## config.mk

```make
export PLATFORM = sky130hd
export DESIGN_NAME = idle_timeout_packet_framer
export DESIGN_NICKNAME = d
export VERILOG_FILES = /design/src/itpf_pkg.sv /design/src/idle_timeout_packet_framer.sv /design/src/itpf_ram.sv
export SDC_FILE = /design/constraint.sdc
export NUM_CORES = 1
export LEC_CHECK = 0
export BUFFER_PORTS_ARGS = -buffer_cell sky130_fd_sc_hd__buf_2
export CORE_MARGIN = 2
export CORE_UTILIZATION = 54
export CTS_BUF_LIST = sky130_fd_sc_hd__clkbuf_4
export DETAILED_ROUTE_END_ITERATION = 16
export GPL_ROUTABILITY_DRIVEN = 0
export HOLD_SLACK_MARGIN = 0.06
export PLACE_DENSITY = 0.82
export RECOVER_POWER = 50
export SYNTH_ARGS = -nofsm -noshare
export SYNTH_HDL_FRONTEND = slang
export SYNTH_SLANG_ARGS = --single-unit
```

## constraint.sdc

```tcl
create_clock -name aclk -period 5.7 [get_ports aclk]
set_input_delay 0.855 -clock aclk [delete_from_list [all_inputs] [get_ports aclk]]
set_output_delay 0.855 -clock aclk [all_outputs]
set_load 0.005 [all_outputs]
```

## src/itpf_pkg.sv

```systemverilog
// ----------------------------------------------------------------------------
// itpf_pkg
// Types and constants shared by the idle timeout packet framer.
// ----------------------------------------------------------------------------
package itpf_pkg;

    // request commands
    localparam logic CMD_BYTE = 1'b0;
    localparam logic CMD_TICK = 1'b1;

    // printable ascii window, low bound inclusive, end exclusive
    localparam logic [7:0] PRINT_LOW = 8'h20;
    localparam logic [7:0] PRINT_END = 8'h7F;

    // timeout register reset value
    localparam logic [15:0] TIMEOUT_RESET = 16'd1000;

    typedef struct packed {
        logic       command;
        logic [7:0] data_byte;
    } itpf_in_t;

    typedef struct packed {
        logic [7:0]  out_byte;
        logic [5:0]  out_index;
        logic        out_last;
        logic        printable;
        logic [6:0]  packet_length;
        logic        forced_flush;
        logic [31:0] packet_total;
        logic [31:0] byte_total;
    } itpf_out_t;

endpackage

```

## src/idle_timeout_packet_framer.sv

```systemverilog
// ----------------------------------------------------------------------------
// idle_timeout_packet_framer
// Frames received bytes into packets on line silence or on a full buffer.
// ----------------------------------------------------------------------------
// usage:
//   s_* channel takes one request per handshake: a received byte or one tick.
//   a byte is written into the packet ram and restarts the idle
//   counter. ticks count idle time while a packet is held.
//   once the idle count reaches timeout_ticks (0 acts as 1), or a byte finds
//   the buffer full (that byte is dropped), the held packet is streamed out
//   on m_* as one result per byte, in arrival order.
//   throughput: one request per cycle while no packet is being sent; s_ready
//   is low while a packet is read out, one ram read per cycle unless m_ready
//   stalls (the single read port of the packet ram sets this).
//   m_ready low freezes the output register and the ram read data; no result
//   is lost. a new request may be taken while the last result still waits.
//   reset (aresetn low, synchronous) empties the packet, clears the counters
//   and totals and loads timeout_ticks with 1000. ram contents are not cleared,
//   only entries below the fill count are ever read. cfg_wr_en writes
//   timeout_ticks at once; the user must assert it only while the block is
//   idle, the block itself does not enforce this.
// ----------------------------------------------------------------------------
module idle_timeout_packet_framer #(
    parameter int BUFFER_DEPTH = 64
) (
    input  logic                aclk,
    input  logic                aresetn,
    // request channel
    input  logic                s_valid,
    output logic                s_ready,
    input  itpf_pkg::itpf_in_t  s_data,
    // result channel
    output logic                m_valid,
    input  logic                m_ready,
    output itpf_pkg::itpf_out_t m_data,
    // timeout register write
    input  logic                cfg_wr_en,
    input  logic [15:0]         cfg_wr_data
);

    import itpf_pkg::*;

    localparam int AW = $clog2(BUFFER_DEPTH);       // ram address width
    localparam int FW = $clog2(BUFFER_DEPTH + 1);   // fill count width

    typedef enum logic [1:0] {
        ST_IDLE = 2'b01,
        ST_EMIT = 2'b10
    } state_t;

    // control state
    state_t          state_reg, state_next;
    logic [FW-1:0]   fill_reg, fill_next;
    logic            receiving_reg, receiving_next;
    logic [15:0]     idle_reg, idle_next;
    logic [31:0]     packets_reg, packets_next;
    logic [31:0]     bytes_reg, bytes_next;
    logic [15:0]     timeout_reg;

    // packet being emitted
    logic [FW-1:0]   em_len_reg, em_len_next;
    logic            em_forced_reg, em_forced_next;
    logic [AW-1:0]   em_idx_reg, em_idx_next;

    // output stage, byte comes from the ram read register
    logic            m_valid_reg, m_valid_next;
    logic [AW-1:0]   out_idx_reg;
    logic            out_last_reg;
    logic [FW-1:0]   out_len_reg;
    logic            out_forced_reg;
    logic [31:0]     out_ptot_reg;
    logic [31:0]     out_btot_reg;

    // ram ports
    logic            wr_en;
    logic            rd_en;
    logic [7:0]      rd_data;

    logic            req_take;
    logic            is_full;
    logic [15:0]     limit;
    logic [15:0]     idle_inc;
    logic            start_emit;
    logic            start_forced;
    logic            rd_last;

    assign s_ready  = (state_reg == ST_IDLE);
    assign req_take = s_valid && s_ready;
    assign is_full  = (fill_reg == FW'(BUFFER_DEPTH));
    assign limit    = (timeout_reg == 16'd0) ? 16'd1 : timeout_reg;
    // saturating idle count, taken on every tick while a packet is held
    assign idle_inc = (idle_reg == 16'hFFFF) ? idle_reg : idle_reg + 16'd1;

    // the ram is written only in idle and read only in emit, so a read
    // never meets a write to the same entry
    assign wr_en = req_take && (s_data.command == CMD_BYTE) && !is_full;

    // issue the next read when the output slot is free or being emptied
    assign rd_en   = (state_reg == ST_EMIT) && (!m_valid_reg || m_ready);
    assign rd_last = (FW'(FW'(em_idx_reg) + FW'(1)) == em_len_reg);

    always_comb begin
        start_emit   = 1'b0;
        start_forced = 1'b0;
        if (req_take) begin
            case (s_data.command)
                CMD_BYTE: begin
                    if (is_full) begin
                        start_emit   = 1'b1;
                        start_forced = 1'b1;
                    end
                end
                CMD_TICK: begin
                    if (receiving_reg && (fill_reg != '0) && (idle_inc >= limit)) begin
                        start_emit = 1'b1;
                    end
                end
                default: begin
                    start_emit = 1'b0;
                end
            endcase
        end
    end

    always_comb begin
        state_next     = state_reg;
        fill_next      = fill_reg;
        receiving_next = receiving_reg;
        idle_next      = idle_reg;
        packets_next   = packets_reg;
        bytes_next     = bytes_reg;
        em_len_next    = em_len_reg;
        em_forced_next = em_forced_reg;
        em_idx_next    = em_idx_reg;
        m_valid_next   = m_valid_reg;

        // result handshake
        if (m_ready) begin
            m_valid_next = 1'b0;
        end

        case (state_reg)
            ST_IDLE: begin
                if (start_emit) begin
                    // latch packet, update totals, empty the buffer
                    em_len_next    = fill_reg;
                    em_forced_next = start_forced;
                    em_idx_next    = '0;
                    packets_next   = packets_reg + 32'd1;
                    bytes_next     = bytes_reg + 32'(fill_reg);
                    fill_next      = '0;
                    receiving_next = 1'b0;
                    idle_next      = 16'd0;
                    state_next     = ST_EMIT;
                end else if (wr_en) begin
                    fill_next      = FW'(fill_reg + FW'(1));
                    receiving_next = 1'b1;
                    idle_next      = 16'd0;
                end else if (req_take && (s_data.command == CMD_TICK)
                             && receiving_reg && (fill_reg != '0)) begin
                    idle_next = idle_inc;
                end
            end
            ST_EMIT: begin
                if (rd_en) begin
                    m_valid_next = 1'b1;
                    em_idx_next  = AW'(em_idx_reg + AW'(1));
                    if (rd_last) begin
                        state_next = ST_IDLE;
                    end
                end
            end
            default: begin
                state_next = ST_IDLE;
            end
        endcase
    end

    always_ff @(posedge aclk) begin
        if (!aresetn) begin
            state_reg     <= ST_IDLE;
            fill_reg      <= '0;
            receiving_reg <= 1'b0;
            idle_reg      <= 16'd0;
            packets_reg   <= 32'd0;
            bytes_reg     <= 32'd0;
            timeout_reg   <= TIMEOUT_RESET;
            m_valid_reg   <= 1'b0;
        end else begin
            state_reg     <= state_next;
            fill_reg      <= fill_next;
            receiving_reg <= receiving_next;
            idle_reg      <= idle_next;
            packets_reg   <= packets_next;
            bytes_reg     <= bytes_next;
            m_valid_reg   <= m_valid_next;
            if (cfg_wr_en) begin
                timeout_reg <= cfg_wr_data;
            end
        end
    end

    // payload registers, no reset needed
    always_ff @(posedge aclk) begin
        em_len_reg    <= em_len_next;
        em_forced_reg <= em_forced_next;
        em_idx_reg    <= em_idx_next;
        // side fields move with each ram read
        if (rd_en) begin
            out_idx_reg    <= em_idx_reg;
            out_last_reg   <= rd_last;
            out_len_reg    <= em_len_reg;
            out_forced_reg <= em_forced_reg;
            out_ptot_reg   <= packets_reg;
            out_btot_reg   <= bytes_reg;
        end
    end

    itpf_ram #(
        .WIDTH (8),
        .DEPTH (BUFFER_DEPTH)
    ) u_packet_ram (
        .aclk    (aclk),
        .wr_en   (wr_en),
        .wr_addr (fill_reg[AW-1:0]),
        .wr_data (s_data.data_byte),
        .rd_en   (rd_en),
        .rd_addr (em_idx_reg),
        .rd_data (rd_data)
    );

    // output mapping
    assign m_valid                = m_valid_reg;
    assign m_data.out_byte        = rd_data;
    assign m_data.out_index       = 6'(out_idx_reg);
    assign m_data.out_last        = out_last_reg;
    assign m_data.printable       = (rd_data >= PRINT_LOW) && (rd_data < PRINT_END);
    assign m_data.packet_length   = 7'(out_len_reg);
    assign m_data.forced_flush    = out_forced_reg;
    assign m_data.packet_total    = out_ptot_reg;
    assign m_data.byte_total      = out_btot_reg;

endmodule

```

## src/itpf_ram.sv

```systemverilog
// ----------------------------------------------------------------------------
// itpf_ram
// Generic simple dual-port ram, one write port, one registered read port.
// ----------------------------------------------------------------------------
module itpf_ram #(
    parameter int WIDTH = 8,
    parameter int DEPTH = 64
) (
    input  logic                     aclk,
    input  logic                     wr_en,
    input  logic [$clog2(DEPTH)-1:0] wr_addr,
    input  logic [WIDTH-1:0]         wr_data,
    input  logic                     rd_en,
    input  logic [$clog2(DEPTH)-1:0] rd_addr,
    output logic [WIDTH-1:0]         rd_data
);

    logic [WIDTH-1:0] mem [DEPTH];

    always_ff @(posedge aclk) begin
        if (wr_en) begin
            mem[wr_addr] <= wr_data;
        end
        // read data holds while rd_en is low
        if (rd_en) begin
            rd_data <= mem[rd_addr];
        end
    end

endmodule

```

Word level (Yosys, flattened, before mapping)
Memory sizes are Yosys's and may differ from the RTL's. A register that Yosys moved wholly into a read port is not among the register bits.
Cells that the tools add are included.

cells by class
  $add $sub $neg = 6
  order comparisons = 3
  eq/ne operators = 8
  multiplexer cells = 25
  bitwise logic cells = 2
  reduce and logical (&&, ||, !) cells = 24

operators by type and width
  kind                   number
  $mux 16                5
  $add 32x1->32 const B  1
  $add 32x7->32          1
  $add 16x1->16 const B  1
  $eq 16x16->1 const B   1
  $ge 16x16->1           1
  $logic_not 16->1       1
  $mux 7                 2
  $mux 6                 2
  $pmux 6 s2             1
  $logic_and 1x1->1      10
  $mux 1                 10
  $ge 8x6->1 const B     1
  $lt 8x7->1 const B     1
  $add 6x1->7 const B    1
  $add 7x1->7 const B    1
  $eq 7x7->1             1
  $eq 7x7->1 const B     1
  $reduce_bool 7->1      1
  $add 6x1->6 const B    1
  $mux 2                 3
  $reduce_and 2->1       3
  $reduce_and 3->1       2
  $ne 2x2->1 const B     2
  other kinds (11)       14

storage, ports and cells
  flip-flop bits (word level) = 200
  RAM bits = 512
  output and inout port bits = 90
  word-level logic and storage cells = 86
  memories = 1

memory list
  name              depth  bits a word  read ports  clocked after memory_dff  write ports  RTL line        RTL
  u_packet_ram.mem  64     8            1           1                         1            itpf_ram.sv:18  logic [WIDTH-1:0] mem [DEPTH];

Logic depth before layout (Yosys ltp)
  depth in word-level cells = 9
  gate-level depth with buffers = 18
  depth with buffers taken out = 16

Hierarchy
A second synthesis with hierarchy kept.

second synthesis, totals
  cells, all modules = 1,771
  area, all modules = 29,116.7 um^2

by module, submodules not included
  module                      instances  cells each  area each (um^2)  seq. area each (um^2)
  itpf_ram                    1          940         20,246.9          15,615.0
  idle_timeout_packet_framer  1          831         8,869.8           4,934.7

Worst setup path before layout
Ideal clock, no wire load.

  kind = reg2reg
  start point = reg idle_reg[0]
  end point = reg idle_reg[15]
  setup time = 117 ps
  arrival time = 3,785 ps
  required time = 5,583 ps
  path slack = 1,798 ps
  cell stages (with the launch flop) = 18
  cells stage by stage = dfxtp_1 -> ha_1 -> nand2_1 -> nor4_1 -> nand2b_1 -> nand3_1 -> or2_2 -> xnor2_1 -> ha_1 -> nand2_1 -> or3_1 -> or4_4 -> and4b_1 -> clkbuf_1 -> and2_1 -> clkbuf_1 -> clkbuf_1 -> a22o_1

between the ends
  cells in the longest elaborated chain, start to end = 9
  elaborated cells between the ends (all ways) = 13
  those cells by class = add/sub: 1; order compare: 1; eq/ne: 1; mux: 7; reduce/logical: 3

RTL lines
  what                                                  RTL line                           RTL
  start, declared                                       idle_timeout_packet_framer.sv:55   logic [15:0] idle_reg, idle_next;
  start signal, assigned                                idle_timeout_packet_framer.sv:193  idle_reg <= idle_next;
  $add 16x1->16 / $eq 16x16->1 (equally long branches)  idle_timeout_packet_framer.sv:92   assign idle_inc = (idle_reg == 16'hFFFF) ? idle_reg : idle_reg + 16'd1;
  $mux 16 *                                             idle_timeout_packet_framer.sv:92
  $ge 16x16->1                                          idle_timeout_packet_framer.sv:114  if (receiving_reg && (fill_reg != '0) && (idle_inc >= limit)) begin
  $logic_and 1x1->1                                     idle_timeout_packet_framer.sv:114
  $mux 1                                                idle_timeout_packet_framer.sv:114
  $pmux 1 s2                                            idle_timeout_packet_framer.sv:106  case (s_data.command)
  $mux 1                                                idle_timeout_packet_framer.sv:105  if (req_take) begin
  $reduce_bool 3->1 (no source line)                    n/a
  $reduce_and 2->1 (no source line)                     n/a

Mark *: on every way between the ends. The rest lies on a longest branch, timed or not. The select of a mux whose other input is x is not followed.
A chain may end at the register's enable or synchronous reset.

Worst setup path after layout
  start point = reg idle_reg[6]
  end point = reg bytes_reg[20]

between the ends
  cells in the longest elaborated chain, start to end = 8
  elaborated cells between the ends (all ways) = 9
  those cells by class = add/sub: 1; order compare: 1; eq/ne: 1; mux: 4; reduce/logical: 2

RTL lines
  what                                                  RTL line                           RTL
  $add 16x1->16 / $eq 16x16->1 (equally long branches)  idle_timeout_packet_framer.sv:92
  $mux 16 *                                             idle_timeout_packet_framer.sv:92
  $ge 16x16->1 *                                        idle_timeout_packet_framer.sv:114
  $logic_and 1x1->1 *                                   idle_timeout_packet_framer.sv:114
  $mux 1 *                                              idle_timeout_packet_framer.sv:114
  $pmux 1 s2 *                                          idle_timeout_packet_framer.sv:106
  $mux 1 *                                              idle_timeout_packet_framer.sv:105
  $reduce_and 2->1 (no source line) *                   n/a
  end signal, assigned                                  idle_timeout_packet_framer.sv:195  bytes_reg <= bytes_next;
  end, declared                                         idle_timeout_packet_framer.sv:57   logic [31:0] bytes_reg, bytes_next;

Mark *: on every way between the ends. The rest lies on a longest branch, timed or not.

==> results.tsv <==
stage	metric	value	unit
outcome	status	finished with violations	
outcome	failing checks	capacitance limit, slew limit	
sta	RSZ-0062 raised after global routing	false	
drt	1st-pass router iterations	8	
cts	total CTS buffers	171	
drt	final WL	63100	um
critical_path	Crit Path Max Fanout	14	
floorplan	die area	0.0550	sq mm
cts	Sink Count	720	
sta	actual slew at the worst max-slew pin	3.57	ns
cts	# H-tree levels	4	
cts	CTS tree	done	
layout	Final Cell Area	0.0322	sq mm
power	Power, Total	10.1	mW
yosys	most common cell in the netlist	edfxtp_1	
critical_path	RR Startpoint	idle_reg[6]	
sta	Max Slew Vio Count	749	
power	pwr/cell area	313	mW/mm^2
global_routing	largest net degree at the start of global routing	117	
drt	DR WL/cell	23.0	um
cts	clk slew on worst S/H paths	0.07	ns
layout	Final Instance Count excl. Fillers	2746	
floorplan	area of the core	0.0526	sq mm
sta	Period Utilization, post-route	0.913	
power	clock network fraction of total power	0.415	
global_routing	initial antenna violation count	2	
power	worst vdd ir	0.172	mV
layout	max reg flops	512	
layout	largest reg by FF count	u_packet_ram.mem	
hold_path	WHS Endpoint	timeout_reg[0]	
critical_path	Reg2Reg Setup Slack	0.50	ns
hold_path	Hold Crit Depth	3	
layout	share of cells above drive strength 1	0.264	
sta	TNS Setup	0	ns
power	Comb pwr share	0.017	
hold_path	Hold Crit Class	input port to flop	
flow_run	Max Cap Violations	14	
yosys	synthesized area	0.0287	sq mm
drt	Final ANT Viol Nets	0	
cts	clk_lat worst skew	1.06	ns
yosys	mean area per synthesized cell	17.0	sq um
hold_path	Hold Crit Start	cfg_wr_data[0]	
layout	Net count, final	1975	
floorplan	Die Y-Extent	235	um
sta	Final Hold Vio Count	0	
power	leakage	10.7	nW
critical_path	arrival time worst endpoint	6.16	ns
yosys	Ys Warns	0	
yosys	Post-synth EDFFs	613	
yosys	top_reg_cell synth	edfxtp_1	
yosys	largest cells by area after synthesis	edfxtp_1, mux4_2, dfxtp_1	
yosys	Synth top area share	0.641	
yosys	top cells by count, synth	edfxtp_1, nor2_1, mux4_2	
cts	Setup Fix Bufs, Post-CTS	0	
power	cell-internal power	7.91	mW
yosys	Post-Syn Nets	1744	
floorplan	Die Width	235	um
floorplan	Initial Utilization	0.546	
cts	CTS root buf	clkbuf_4	
power	Net Sw Frac	0.216	
global_routing	All-Layer GR Usage	0.234	
yosys	Unique masters post-synth	62	
sta	slew margin rel.	-1.38	
floorplan	Ports	120	
drt	via count	16600	
critical_path	critical path startpoint category	flop	
placement	Placed Instances	2418	
power	sequential power share	0.568	
global_routing	number of global-route vias before repair	17000	
placement	PortBufs	119	
placement	Detail Placement HPWL	37900	um
yosys	Post-Syn Instances	1685	
critical_path	CP required	6.65	ns
drt	# DRC	0	
sta	Setup violations, final	0	
critical_path	Reg2Reg Depth	14	
yosys	Post-synth ARST share	0	
yosys	sequential-to-total area share from yosys stat	0.716	
layout	Area Overhead vs Synth	12.3	%
yosys	Yosys reg bits	720	
placement	placed cell area	0.0299	sq mm
yosys	area leader, netlist	edfxtp_1	
critical_path	WS Path Type	flop to flop	
critical_path	CP endpoint kind	flop	
floorplan	row count	84	
drt	DRT iter0 DRCs	1860	
power	switching power	2.17	mW
sta	Setup Skew	0.0638	ns
global_routing	first-pass GRT wire length	95600	um
global_routing	GR Overflow Total	0	
cts	Longest Clk Path Bufs	3	
drt	routed vias/inst	6.04	
critical_path	reg-to-reg critical path endpoint	bytes_reg[20]	
sta	min Tclk post-route	5.20	ns
sta	fmax	192	MHz
-- critical path, cell delays in order (launching register included) --
cell      delay, ns
dfxtp_1        0.44
nand4_1        0.18
nor4_1         0.65
nand2b_1       0.44
nand3_1        0.23
or2_2          0.16
xnor2_1        0.07
ha_1           0.30
nand2_1        0.06
or3_1          0.37
or4_4          0.58
a31oi_4        0.36
o211ai_1       0.42
or4_1          0.67
a21oi_1        0.16
-- how the worst max path moves through the flow --
stage                    endpoint        start  slack, ns  depth (start not counted)
floorplan            idle_reg[15]  idle_reg[0]       1.80                         17
CTS                 bytes_reg[20]  idle_reg[6]       0.72                         14
detailed placement  bytes_reg[20]  idle_reg[6]       0.74                         14
global route        bytes_reg[20]  idle_reg[6]       0.26                         14
global placement    bytes_reg[20]  idle_reg[0]       0.95                         15
finish              bytes_reg[20]  idle_reg[6]       0.50                         14
-- cell usage in the layout, fill, tap and decap left out, types with 9 or more instances in the layout --
cell type	netlist	routed
edfxtp_1	613	613
clkbuf_4	0	249
nor2_1	162	161
mux4_2	144	144
dfxtp_1	107	107
buf_2	5	95
a21oi_1	60	60
nand2_1	60	60
clkinv_1	1	40
xor2_1	39	39
inv_1	32	33
clkbuf_1	63	29
mux2i_1	28	28
ha_1	28	28
nand3_1	27	27
o21ai_0	27	27
o2111ai_1	21	21
nand4_1	20	20
or3_1	19	19
o211ai_1	19	19
mux2_2	18	18
xnor2_1	18	18
nand2b_1	13	13
dlygate4sd3_1	0	13
nor3_1	12	12
and2_1	15	12
and3_1	11	11
nor4_1	9	9
a22oi_1	9	9
-- power by group through the flow --
stage | registers (mW) | clock network, mW | logic, mW
6_report | 5.73 | 4.19 | 0.170
5_1_grt | 5.73 | 4.51 | 0.186
4_1_cts | 5.72 | 4.25 | 0.169
3_5_place_dp | 5.84 | 0 | 0.162
3_3_place_gp | 5.84 | 0 | 0.151
2_1_floorplan | 5.83 | 0 | 0.0681
-- cell type report --
| class | count | area (sq um) |
|---|---|---|
| Fill cell | 3683 | 20300 |
| Sequential cell | 720 | 20500 |
| Inverter | 33 | 124 |
| Clock inverter | 59 | 323 |
| Antenna cell | 7 | 17.5 |
| Clock buffer | 249 | 1870 |
| Tap cell | 688 | 861 |
| Timing Repair Buffer | 144 | 790 |
| Multi-Input combinational cell | 846 | 7700 |
-- routing by layer --
| metal | share of wire | global-route usage | up-vias | routed length [um] |
|---|---|---|---|---|
| met5 | 0 | 0 | - | 0 |
| met4 | 0.028 | 0.0938 | 0 | 1750 |
| met3 | 0.10 | 0.0763 | 131 | 6290 |
| met2 | 0.49 | 0.379 | 891 | 31000 |
| met1 | 0.38 | 0.293 | 8310 | 24000 |
| li1 | - | - | 7267 | - |
-- cells by family (layout without fill, tap and decap cells) --
kind of cell,count (synthesis),in the layout,synth area share
flops,720,720,0.716
simple gates,372,372,0.0615
compound gates,198,198,0.0465
mux,190,190,0.130
buf+inv,119,485,0.0160
xor+xnor,57,57,0.0174
fa+ha+maj,29,29,0.0129
other cells,0,7,0
-- per-stage QoR --
stage,hold WS (ns),utilization,setup slack [ns]
6_report,0.123,0.613,0.495
5_1_grt,0.109,0.613,0.256
4_1_cts,0.0639,0.614,0.718
3_5_place_dp,0.412,0.570,0.740
3_3_place_gp,0.408,0.570,0.952
2_1_floorplan,0.400,-,1.80
-- timing repair --
action                                  in CTS  in global routing
endpoints found under the setup margin       0                  0
hold buffers                                13                  0
gates resized for setup                      0                  0
endpoints found under the hold margin       13                  0
(Power assumes the default switching activity.)
